--- src/rtl/tcfp_pkg.sv ---
// ----------------------------------------------------------------------------
// tcfp_pkg
// Shared types and codes of the external term format clock parser.
// ----------------------------------------------------------------------------
package tcfp_pkg;

   // Fixed actor width in bytes.
   localparam int ActorBytes = 8;

   // Result kinds.
   localparam logic [2:0] KIND_PAIR  = 3'd0;
   localparam logic [2:0] KIND_DOT   = 3'd1;
   localparam logic [2:0] KIND_EMPTY = 3'd2;
   localparam logic [2:0] KIND_DONE  = 3'd3;
   localparam logic [2:0] KIND_ERR   = 3'd4;

   // Error codes.
   localparam logic [3:0] ERR_NONE  = 4'd0;
   localparam logic [3:0] ERR_MAGIC = 4'd1;
   localparam logic [3:0] ERR_TUPLE = 4'd2;
   localparam logic [3:0] ERR_LIST  = 4'd3;
   localparam logic [3:0] ERR_ACTOR = 4'd4;
   localparam logic [3:0] ERR_INT   = 4'd5;
   localparam logic [3:0] ERR_BIG   = 4'd6;
   localparam logic [3:0] ERR_DUP   = 4'd7;
   localparam logic [3:0] ERR_TAIL  = 4'd8;
   localparam logic [3:0] ERR_SHORT = 4'd9;
   localparam logic [3:0] ERR_COUNT = 4'd10;
   localparam logic [3:0] ERR_FULL  = 4'd11;

   // Input item.
   typedef struct packed {
      logic        action;
      logic [23:0] value_length;
      logic [7:0]  data_byte;
   } tcfp_req_type;

   // Result item.
   typedef struct packed {
      logic [2:0]  kind;
      logic [63:0] actor_id;
      logic [63:0] event_count;
      logic [3:0]  error_code;
      logic        final_res;
   } tcfp_rsp_type;

   // Status of the actor search unit.
   typedef struct packed {
      logic done;
      logic dup;
   } tcfp_srch_type;

endpackage

--- src/rtl/term_format_clock_parser.sv ---
// ----------------------------------------------------------------------------
// term_format_clock_parser
// Streaming parser of a clock value in external term format.
// ----------------------------------------------------------------------------
// A start transfer gives the value's length, then one data byte per transfer
// follows; req_stall stays high until all results of a byte are taken.
// The last byte of an actor starts a search of the actor table through a
// single read port and comparator, one entry per cycle, over the N actors
// already seen in the current section (at most MAX_ACTORS). Results come
// out in order with final_res marking the last result of each input transfer.
module term_format_clock_parser import tcfp_pkg::*; #(
   parameter int MAX_ACTORS    = 16,
   parameter int COUNTER_BYTES = 8
) (
   input  logic         clock,
   input  logic         reset,
   input  logic         req_valid,
   output logic         req_stall,
   input  tcfp_req_type req_data,
   output logic         rsp_valid,
   input  logic         rsp_stall,
   output tcfp_rsp_type rsp_data
);

   localparam int UW = $clog2(MAX_ACTORS + 1);

   // Parse phases.
   localparam logic [4:0] P_IDLE = 5'd0, P_MAGIC = 5'd1, P_TOP_TAG = 5'd2,
      P_TOP_ARITY = 5'd3, P_LIST_TAG = 5'd4, P_LIST_CNT = 5'd5, P_ELEM_TAG = 5'd6,
      P_ELEM_ARITY = 5'd7, P_ACT_TAG = 5'd8, P_ACT_LEN = 5'd9, P_ACT_DATA = 5'd10,
      P_INT_TAG = 5'd11, P_INT_SMALL = 5'd12, P_INT_BE = 5'd13, P_BIG_N = 5'd14,
      P_BIG_SIGN = 5'd15, P_BIG_DIG = 5'd16, P_DL_TAG = 5'd17, P_STR_LEN = 5'd18,
      P_STR_DATA = 5'd19, P_DL_CNT = 5'd20, P_DL_TAIL = 5'd21, P_SEC_TAIL = 5'd22;

   // Control states.
   localparam logic S_RUN = 1'b0, S_SRCH = 1'b1;

   logic          ctl_ff, ctl_in;
   logic [4:0]    phase_ff, phase_in;
   logic [23:0]   bl_ff, bl_in, bl_dec;
   logic [31:0]   outer_ff, outer_in;
   logic [31:0]   inner_ff, inner_in;
   logic [3:0]    fbl_ff, fbl_in, fbl_dec;
   logic [63:0]   vacc_ff, vacc_in, vshift;
   logic [63:0]   aacc_ff, aacc_in;
   logic          dot_ff, dot_in;
   logic [UW-1:0] used_ff, used_in;
   logic [2:0]    dpos_ff, dpos_in;
   tcfp_rsp_type  q0_ff, q0_in, q1_ff, q1_in;
   logic [1:0]    qn_ff, qn_in;

   logic          req_fire, rsp_fire;
   logic [7:0]    b;
   logic          e_val;
   logic [2:0]    e_kind;
   logic [63:0]   e_cnt;
   logic [3:0]    err;
   logic          id_go, ed_go, se_go;
   logic [63:0]   id_v;
   logic          srch_go, wr_en;
   tcfp_srch_type srch;
   tcfp_rsp_type  r_emit, r_err;

   assign req_stall = !((ctl_ff == S_RUN) && (qn_ff == 2'd0));
   assign req_fire  = req_valid && !req_stall;
   assign rsp_valid = (qn_ff != 2'd0);
   assign rsp_fire  = rsp_valid && !rsp_stall;
   assign rsp_data  = q0_ff;
   assign b         = req_data.data_byte;
   assign bl_dec    = (bl_ff != 24'd0) ? (bl_ff - 24'd1) : 24'd0;
   assign fbl_dec   = fbl_ff - 4'd1;
   assign vshift    = {vacc_ff[55:0], b};

   // Byte parser and result assembly.
   always_comb begin
      ctl_in = ctl_ff; phase_in = phase_ff; bl_in = bl_ff; outer_in = outer_ff;
      inner_in = inner_ff; fbl_in = fbl_ff; vacc_in = vacc_ff; aacc_in = aacc_ff;
      dot_in = dot_ff; used_in = used_ff; dpos_in = dpos_ff;
      q0_in = q0_ff; q1_in = q1_ff; qn_in = qn_ff;
      e_val = 1'b0; e_kind = KIND_PAIR; e_cnt = '0; err = ERR_NONE;
      id_go = 1'b0; ed_go = 1'b0; se_go = 1'b0; id_v = '0;
      srch_go = 1'b0; wr_en = 1'b0;

      // Result queue drains one transfer at a time.
      if (rsp_fire) begin
         q0_in = q1_ff;
         qn_in = qn_ff - 2'd1;
      end

      if (req_fire && !req_data.action) begin
         // Start of a new value.
         phase_in = P_IDLE; outer_in = '0; inner_in = '0; fbl_in = '0;
         vacc_in = '0; aacc_in = '0; dot_in = 1'b0; used_in = '0; dpos_in = '0;
         bl_in = req_data.value_length;
         if (req_data.value_length == 24'd0) begin
            err = ERR_MAGIC;
         end else begin
            phase_in = P_MAGIC;
         end
      end else if (req_fire && (phase_ff != P_IDLE)) begin
         bl_in = bl_dec;
         case (phase_ff)
            P_MAGIC: begin
               if (b != 8'd131) err = ERR_MAGIC;
               else phase_in = P_TOP_TAG;
            end
            P_TOP_TAG, P_ELEM_TAG: begin
               if (b != 8'd104) err = ERR_TUPLE;
               else phase_in = (phase_ff == P_TOP_TAG) ? P_TOP_ARITY : P_ELEM_ARITY;
            end
            P_TOP_ARITY, P_ELEM_ARITY: begin
               if (b != 8'd2) err = ERR_TUPLE;
               else phase_in = (phase_ff == P_TOP_ARITY) ? P_LIST_TAG : P_ACT_TAG;
            end
            P_LIST_TAG: begin
               if (b == 8'd106) begin
                  se_go = 1'b1;
               end else if (b == 8'd108) begin
                  vacc_in = '0; fbl_in = 4'd4; phase_in = P_LIST_CNT;
               end else begin
                  err = ERR_LIST;
               end
            end
            P_LIST_CNT: begin
               vacc_in = vshift; fbl_in = fbl_dec;
               if (fbl_dec == 4'd0) begin
                  if ((vshift == 64'd0) || (vshift > {40'd0, bl_dec})) begin
                     err = ERR_LIST;
                  end else begin
                     outer_in = vshift[31:0]; phase_in = P_ELEM_TAG;
                  end
               end
            end
            P_ACT_TAG: begin
               if ((b != 8'd109) || (bl_dec < 24'(4 + ActorBytes))) begin
                  err = ERR_ACTOR;
               end else begin
                  vacc_in = '0; fbl_in = 4'd4; phase_in = P_ACT_LEN;
               end
            end
            P_ACT_LEN: begin
               vacc_in = vshift; fbl_in = fbl_dec;
               if (fbl_dec == 4'd0) begin
                  if (vshift != 64'(ActorBytes)) begin
                     err = ERR_ACTOR;
                  end else begin
                     aacc_in = '0; vacc_in = '0; fbl_in = 4'(ActorBytes);
                     phase_in = P_ACT_DATA;
                  end
               end
            end
            P_ACT_DATA: begin
               aacc_in = {aacc_ff[55:0], b}; fbl_in = fbl_dec;
               if (fbl_dec == 4'd0) begin
                  srch_go = 1'b1; ctl_in = S_SRCH;
               end
            end
            P_INT_TAG: begin
               if (bl_dec == 24'd0) err = ERR_SHORT;
               else if (b == 8'd97) phase_in = P_INT_SMALL;
               else if (b == 8'd98) begin
                  vacc_in = '0; fbl_in = 4'd4; phase_in = P_INT_BE;
               end else if (b == 8'd110) phase_in = P_BIG_N;
               else err = ERR_INT;
            end
            P_INT_SMALL: begin
               id_go = 1'b1; id_v = {56'd0, b};
            end
            P_INT_BE: begin
               vacc_in = vshift; fbl_in = fbl_dec;
               if (fbl_dec == 4'd0) begin
                  id_go = 1'b1; id_v = vshift;
               end
            end
            P_BIG_N: begin
               vacc_in = {56'd0, b}; phase_in = P_BIG_SIGN;
            end
            P_BIG_SIGN: begin
               if ((vacc_ff > 64'(COUNTER_BYTES)) || (b != 8'd0)) begin
                  err = ERR_BIG;
               end else if (vacc_ff == 64'd0) begin
                  id_go = 1'b1; id_v = '0;
               end else begin
                  fbl_in = vacc_ff[3:0]; dpos_in = '0; vacc_in = '0;
                  phase_in = P_BIG_DIG;
               end
            end
            P_BIG_DIG: begin
               // Little-endian digits land in the byte lane chosen by dpos.
               for (int k = 0; k < 8; k++) begin
                  if (dpos_ff == 3'(k)) vacc_in[8*k +: 8] = vacc_ff[8*k +: 8] | b;
               end
               dpos_in = dpos_ff + 3'd1; fbl_in = fbl_dec;
               if (fbl_dec == 4'd0) begin
                  id_go = 1'b1; id_v = vacc_in;
               end
            end
            P_DL_TAG: begin
               if (b == 8'd106) begin
                  e_val = 1'b1; e_kind = KIND_EMPTY; ed_go = 1'b1;
               end else if (b == 8'd107) begin
                  vacc_in = '0; fbl_in = 4'd2; phase_in = P_STR_LEN;
               end else if (b == 8'd108) begin
                  vacc_in = '0; fbl_in = 4'd4; phase_in = P_DL_CNT;
               end else begin
                  err = ERR_LIST;
               end
            end
            P_STR_LEN: begin
               vacc_in = vshift; fbl_in = fbl_dec;
               if (fbl_dec == 4'd0) begin
                  if (vshift > {40'd0, bl_dec}) err = ERR_COUNT;
                  else if (vshift == 64'd0) begin
                     e_val = 1'b1; e_kind = KIND_EMPTY; ed_go = 1'b1;
                  end else begin
                     inner_in = vshift[31:0]; phase_in = P_STR_DATA;
                  end
               end
            end
            P_STR_DATA: begin
               e_val = 1'b1; e_kind = KIND_DOT; e_cnt = {56'd0, b};
               inner_in = inner_ff - 32'd1;
               if (inner_ff == 32'd1) ed_go = 1'b1;
            end
            P_DL_CNT: begin
               vacc_in = vshift; fbl_in = fbl_dec;
               if (fbl_dec == 4'd0) begin
                  if ((vshift == 64'd0) || (vshift > {40'd0, bl_dec})) begin
                     err = ERR_COUNT;
                  end else begin
                     inner_in = vshift[31:0]; phase_in = P_INT_TAG;
                  end
               end
            end
            P_DL_TAIL: begin
               if (b != 8'd106) err = ERR_TAIL;
               else ed_go = 1'b1;
            end
            P_SEC_TAIL: begin
               if (b != 8'd106) err = ERR_TAIL;
               else se_go = 1'b1;
            end
            default: begin
               phase_in = P_IDLE;
            end
         endcase

         // A completed integer becomes a pair or a dot.
         if (id_go) begin
            e_val = 1'b1; e_cnt = id_v;
            if (!dot_ff) begin
               e_kind = KIND_PAIR; ed_go = 1'b1;
            end else begin
               e_kind = KIND_DOT; inner_in = inner_ff - 32'd1;
               phase_in = (inner_ff == 32'd1) ? P_DL_TAIL : P_INT_TAG;
            end
         end
         // End of one outer list element.
         if (ed_go) begin
            outer_in = outer_ff - 32'd1;
            phase_in = (outer_ff == 32'd1) ? P_SEC_TAIL : P_ELEM_TAG;
         end
         // End of a section: move to the dot cloud or finish.
         if (se_go) begin
            if (!dot_ff) begin
               dot_in = 1'b1; used_in = '0; phase_in = P_LIST_TAG;
            end else begin
               e_val = 1'b1; e_kind = KIND_DONE; phase_in = P_IDLE;
            end
         end
         if (err != ERR_NONE) begin
            phase_in = P_IDLE;
         end else if (!srch_go && (phase_in != P_IDLE) && (bl_dec == 24'd0)) begin
            err = ERR_SHORT; phase_in = P_IDLE;
         end
      end else if ((ctl_ff == S_SRCH) && srch.done) begin
         // Outcome of the duplicate search for the finished actor.
         ctl_in = S_RUN;
         if (srch.dup) begin
            err = ERR_DUP; phase_in = P_IDLE;
         end else if (used_ff >= UW'(MAX_ACTORS)) begin
            err = ERR_FULL; phase_in = P_IDLE;
         end else begin
            wr_en = 1'b1; used_in = used_ff + UW'(1);
            phase_in = dot_ff ? P_DL_TAG : P_INT_TAG;
            if (bl_ff == 24'd0) begin
               err = ERR_SHORT; phase_in = P_IDLE;
            end
         end
      end

      // Load the results of this transfer into the queue.
      r_emit.kind = e_kind; r_emit.actor_id = (e_kind == KIND_DONE) ? 64'd0 : aacc_ff;
      r_emit.event_count = e_cnt; r_emit.error_code = ERR_NONE;
      r_emit.final_res = (err == ERR_NONE);
      r_err.kind = KIND_ERR; r_err.actor_id = '0; r_err.event_count = '0;
      r_err.error_code = err; r_err.final_res = 1'b1;
      if (e_val && (err != ERR_NONE)) begin
         q0_in = r_emit; q1_in = r_err; qn_in = 2'd2;
      end else if (e_val) begin
         q0_in = r_emit; qn_in = 2'd1;
      end else if (err != ERR_NONE) begin
         q0_in = r_err; qn_in = 2'd1;
      end
   end

   always_ff @(posedge clock) begin
      if (reset) begin
         ctl_ff <= S_RUN; phase_ff <= P_IDLE; bl_ff <= '0; outer_ff <= '0;
         inner_ff <= '0; fbl_ff <= '0; vacc_ff <= '0; aacc_ff <= '0;
         dot_ff <= 1'b0; used_ff <= '0; dpos_ff <= '0; qn_ff <= 2'd0;
      end else begin
         ctl_ff <= ctl_in; phase_ff <= phase_in; bl_ff <= bl_in; outer_ff <= outer_in;
         inner_ff <= inner_in; fbl_ff <= fbl_in; vacc_ff <= vacc_in; aacc_ff <= aacc_in;
         dot_ff <= dot_in; used_ff <= used_in; dpos_ff <= dpos_in; qn_ff <= qn_in;
      end
      q0_ff <= q0_in;
      q1_ff <= q1_in;
   end

   // Actor table and duplicate search unit.
   tcfp_actor_tab #(.MAX_ACTORS(MAX_ACTORS)) u_tab (
      .clock    (clock),
      .reset    (reset),
      .wr_en    (wr_en),
      .wr_idx   (used_ff),
      .wr_data  (aacc_ff),
      .srch_go  (srch_go),
      .srch_key (aacc_in),
      .srch_cnt (used_ff),
      .srch     (srch)
   );

endmodule

--- src/rtl/tcfp_actor_tab.sv ---
// ----------------------------------------------------------------------------
// tcfp_actor_tab
// Actor table memory with a sequential duplicate search, one entry per cycle.
// ----------------------------------------------------------------------------
module tcfp_actor_tab import tcfp_pkg::*; #(
   parameter int MAX_ACTORS = 16
) (
   input  logic                                 clock,
   input  logic                                 reset,
   input  logic                                 wr_en,
   input  logic [$clog2(MAX_ACTORS+1)-1:0]      wr_idx,
   input  logic [63:0]                          wr_data,
   input  logic                                 srch_go,
   input  logic [63:0]                          srch_key,
   input  logic [$clog2(MAX_ACTORS+1)-1:0]      srch_cnt,
   output tcfp_srch_type                        srch
);

   localparam int CW = $clog2(MAX_ACTORS + 1);
   localparam int AW = (MAX_ACTORS > 1) ? $clog2(MAX_ACTORS) : 1;

   logic [63:0]   mem [MAX_ACTORS];
   logic [63:0]   rd_data_ff;
   logic [63:0]   key_ff, key_in;
   logic [CW-1:0] idx_ff, idx_in;
   logic [CW-1:0] lim_ff, lim_in;
   logic          busy_ff, busy_in;
   logic          chk_ff, chk_in;
   logic          dup_ff, dup_in;
   logic          rd_en;
   logic          fin;

   // Memory write and registered read.
   always_ff @(posedge clock) begin
      if (wr_en) begin
         mem[wr_idx[AW-1:0]] <= wr_data;
      end
      if (rd_en) begin
         rd_data_ff <= mem[idx_ff[AW-1:0]];
      end
   end

   // Search sequencer: issue one read per cycle, compare the returned entry.
   always_comb begin
      key_in  = key_ff;
      idx_in  = idx_ff;
      lim_in  = lim_ff;
      busy_in = busy_ff;
      dup_in  = dup_ff;
      rd_en   = busy_ff && (idx_ff < lim_ff);
      chk_in  = rd_en;
      fin     = busy_ff && !(idx_ff < lim_ff) && !chk_ff;
      if (chk_ff && (rd_data_ff == key_ff)) begin
         dup_in = 1'b1;
      end
      if (rd_en) begin
         idx_in = idx_ff + CW'(1);
      end
      if (fin) begin
         busy_in = 1'b0;
      end
      if (srch_go) begin
         key_in  = srch_key;
         idx_in  = '0;
         lim_in  = srch_cnt;
         busy_in = 1'b1;
         dup_in  = 1'b0;
         chk_in  = 1'b0;
      end
   end

   always_ff @(posedge clock) begin
      if (reset) begin
         busy_ff <= 1'b0;
         chk_ff  <= 1'b0;
      end else begin
         busy_ff <= busy_in;
         chk_ff  <= chk_in;
      end
      key_ff <= key_in;
      idx_ff <= idx_in;
      lim_ff <= lim_in;
      dup_ff <= dup_in;
   end

   assign srch.done = fin;
   assign srch.dup  = dup_ff;

endmodule

--- config.mk ---
export PLATFORM = sky130hd
export DESIGN_NAME = term_format_clock_parser
export DESIGN_NICKNAME = d
export VERILOG_FILES = /design/src/rtl/tcfp_pkg.sv /design/src/rtl/term_format_clock_parser.sv /design/src/rtl/tcfp_actor_tab.sv
export SDC_FILE = /design/constraint.sdc
export NUM_CORES = 2
export LEC_CHECK = 0
export ABC_AREA = 1
export BUFFER_PORTS_ARGS = -buffer_cell sky130_fd_sc_hd__buf_2
export CORE_MARGIN = 4
export CORE_UTILIZATION = 30
export DETAILED_ROUTE_END_ITERATION = 7
export GPL_TIMING_DRIVEN = 0
export PLACE_DENSITY = 0.42
export SYNTH_ARGS = -nofsm -noshare
export SYNTH_HDL_FRONTEND = slang
export SYNTH_SLANG_ARGS = --single-unit
--- constraint.sdc ---
create_clock -name clock -period 13.57 [get_ports clock]
set_input_delay 2.0355 -clock clock [delete_from_list [all_inputs] [get_ports clock]]
set_output_delay 2.0355 -clock clock [all_outputs]
set_load 0.02 [all_outputs]
==> run summary <==
Synth Area in XOR/XNOR: 0.0123
Fin Setup TNS: 0 ns
Cell Area, Synth: 0.0661 mm2
WS Path Type: register to register
Register area share after synthesis: 0.663
Vias post-DR: 49400
Initial DRT Pass Iterations: 6
Iteration-0 DRC count of the detailed router: 4585
Commonest non-fill, non-tap cell in the layout: edfxtp_1
Port bufs: 172
Crit path launch type: register
Vias/cell: 5.15
Arr. time, crit path: 6.90 ns
PD cells: 151 mW/mm2
Top cells by area, synth: edfxtp_1, dfxtp_1, nor2_1
GP Congestion: 0.863
Clock skew: 0.0673 ns
Nets@finish: 6646
Area grow syn2layout: 17.7%
Final Hold Viols: 0
Syn avg cell area: 10.7 um2
Post-cts hold buffer count: 0
Leak: 0.0235 uW
CTS sink cnt: 1542
Hold Crit Class: register to register
First-pass GRT wire length: 346000 um
F_max: 156 MHz
Final Routed Wirelength: 241000 um
CP max stage cell: clkbuf_1
Min Tclk post-route: 6.42 ns
FILL cells: 22000
Core ar.: 0.220 mm2
H-Tree Depth: 4
Vias in the first global route: 48300
Commonest non-fill, non-tap cells in the layout: edfxtp_1, nor2_1, o21ai_0, nand2_1, clkbuf_1
Adder-cell share of the synthesized area: 0.00909
Worst path max stage delay: 0.54 ns
Yosys reg bits: 1542
Switch share: 0.286
Final Util: 0.354
Combinational share of power: 0.140
Worst Slack Setup Final: 7.15 ns
R2r setup slk: 7.15 ns
Layout cells sized above 1: 0.0910
Post-CTS setup buffers: 0
Status: complete, no violations
Routed len/inst: 25.2 um
Synth Area in Compound Gates: 0.132
Flop pwr share: 0.457
CTS Root Cell: clkbuf_16
Max-slew violations: 0
Num ports: 175
Antenna viol nets, final: 0
Critical path's most frequent cell: nand2_1
Largest net degree at the start of global routing: 48
Clock Tree Buf Depth: 3
Congestion Overflow GR: 0
Worst slack, placed: 6.51 ns
Yosys cell types: 53
Syn nets: 6236
Final period util: 0.473
Core Rows: 172
Synth area leader: edfxtp_1
EDFF count, synth: 1293
Max cap viols: 0
Die Y: 477 um
Final HPWL DP: 171000 um
P_int: 8380 uW
TritonCTS buffer count: 175
Final setup violation count: 0
Synth Area in Simple Gates: 0.140
Hold WS: 0.497 ns
Psw: 3360 uW
Post-synth ARST share: 0
RSZ-0062 raised after global routing: no
Initial antenna violation count: 19
Rel. slew slack: 0.0439
Die ar.: 0.228 mm2
DRC Markers: 0
Synth top area share: 0.588
Mux cell area share after synthesis: 0
Worst slew pin tran: 1.43 ns
Worst-path clk slew: 0.06 ns
Starting Density: 0.301
Resized cells post-CTS: 0
Worst setup EP type: register
Primary FF master, synth: edfxtp_1
Die Wd: 477 um
Worst skew pair latency: 0.85 ns
Largest fanout on the critical path: 47
Global Route Usage Sum: 0.205
Critical Path RT: 14.06 ns
Clk network pwr share: 0.403
Combinational family with the most area after synthesis: simple AND/OR/NAND/NOR gates
Syn Inst Count: 6151
TritonCTS clock tree: done
Peak supply drop: 0.115 mV
Yosys Warn Count: 0
## logic make-up after synthesis
| logic type | count (synthesis) |
|---|---|
| buffers and inverters | 751 |
| adder cells (fa/ha/maj) | 48 |
| AO/OA/AOI/OAI | 1504 |
| AND/OR/NAND/NOR | 2213 |
| flip-flops | 1542 |
| XOR/XNOR | 93 |
## final timing paths
| path | cells after the start | start | endpoint |
|---|---|---|---|
| worst min-delay path | 2 | fbl_ff[1]$_SDFFE_PP0P_ | fbl_ff[1]$_SDFFE_PP0P_ |
| worst min register to register | 2 | fbl_ff[1]$_SDFFE_PP0P_ | fbl_ff[1]$_SDFFE_PP0P_ |
| worst max-delay path | 33 | bl_ff[0]$_SDFFE_PP0P_ | rsp_data[123]$_DFFE_PP_ |
| worst max register to register | 33 | bl_ff[0]$_SDFFE_PP0P_ | rsp_data[123]$_DFFE_PP_ |
## metrics by stage
stage | instances | power [uW] | area [um2]
3_3_place_gp | 9194 | 7160 | 70500
6_report | 9598 | 11700 | 77800
2_1_floorplan | 6151 | 6490 | 66100
5_1_grt | 9587 | 12200 | 77800
4_1_cts | 9585 | 11900 | 77800
3_5_place_dp | 9255 | 7110 | 72100
## critical path, delay by kind of cell, from the launching register on
| kind | cells | cell delay, ns |
|---|---|---|
| simple gates | 24 | 3.05 |
| fa+ha+maj | 2 | 0.59 |
| flops | 1 | 0.32 |
| buf+inv | 7 | 1.94 |
## Yosys cell counts (all sizes together), types with 2 or more instances
master	instances
clkinv	5
buf	38
nor3b	4
nand3	258
inv	373
o21bai	2
o21ai	669
a31oi	62
edfxtp	1293
xnor2	32
o41ai	2
and2	2
xor2	61
ha	48
o21a	4
a211oi	9
nor4	21
o221ai	107
o31ai	3
a21oi	288
o211ai	39
or2	23
a22oi	74
o2111ai	6
nand4	69
nor3	47
o311ai	2
o22ai	211
a221oi	24
clkbuf	335
nand2	642
nor2	1142
nand3b	3
dfxtp	249
## per-layer routing
metal / share of wire / track usage / vias to the layer above
met2: 0.47 / 0.339 / 1494
li1: - / - / 22900
met4: 0.025 / 0.0559 / 2
met5: 0.000083 / 0 / -
met1: 0.45 / 0.281 / 24700
met3: 0.052 / 0.0304 / 314
## power groups by stage
stage	Combinational (uW)	Clock [uW]	Sequential (uW)
after global routing	1810	5020	5390
after global placement	1620	0	5530
after detailed placement	1650	0	5460
after floorplan	817	0	5670
after CTS	1660	4830	5370
final	1650	4730	5370
## area by class of cell
type	count	area, um2	area share
Sequential cell	1542	43800	0.563
Multi-Input combinational cell	3858	19600	0.252
Clock buffer	263	4860	0.0625
Tap cell	2871	3590	0.0462
Timing Repair Buffer	233	2210	0.0284
Buffer	373	1440	0.0186
Inverter	378	1420	0.0182
Clock inverter	67	833	0.0107
Antenna cell	13	32.5	0.000418
## flip-flops by register name, indices dropped and copies added, names as in the netlist, 4 cells and up
signal	flops
u_tab.mem	1024
rsp_data	136
aacc_ff	64
u_tab.key_ff	64
u_tab.rd_data_ff	64
vacc_ff	64
inner_ff	32
outer_ff	32
bl_ff	24
phase_ff	5
u_tab.idx_ff	5
u_tab.lim_ff	5
used_ff	5
fbl_ff	4
q1_ff	4
Note: power is estimated with default switching activity, not from simulation.
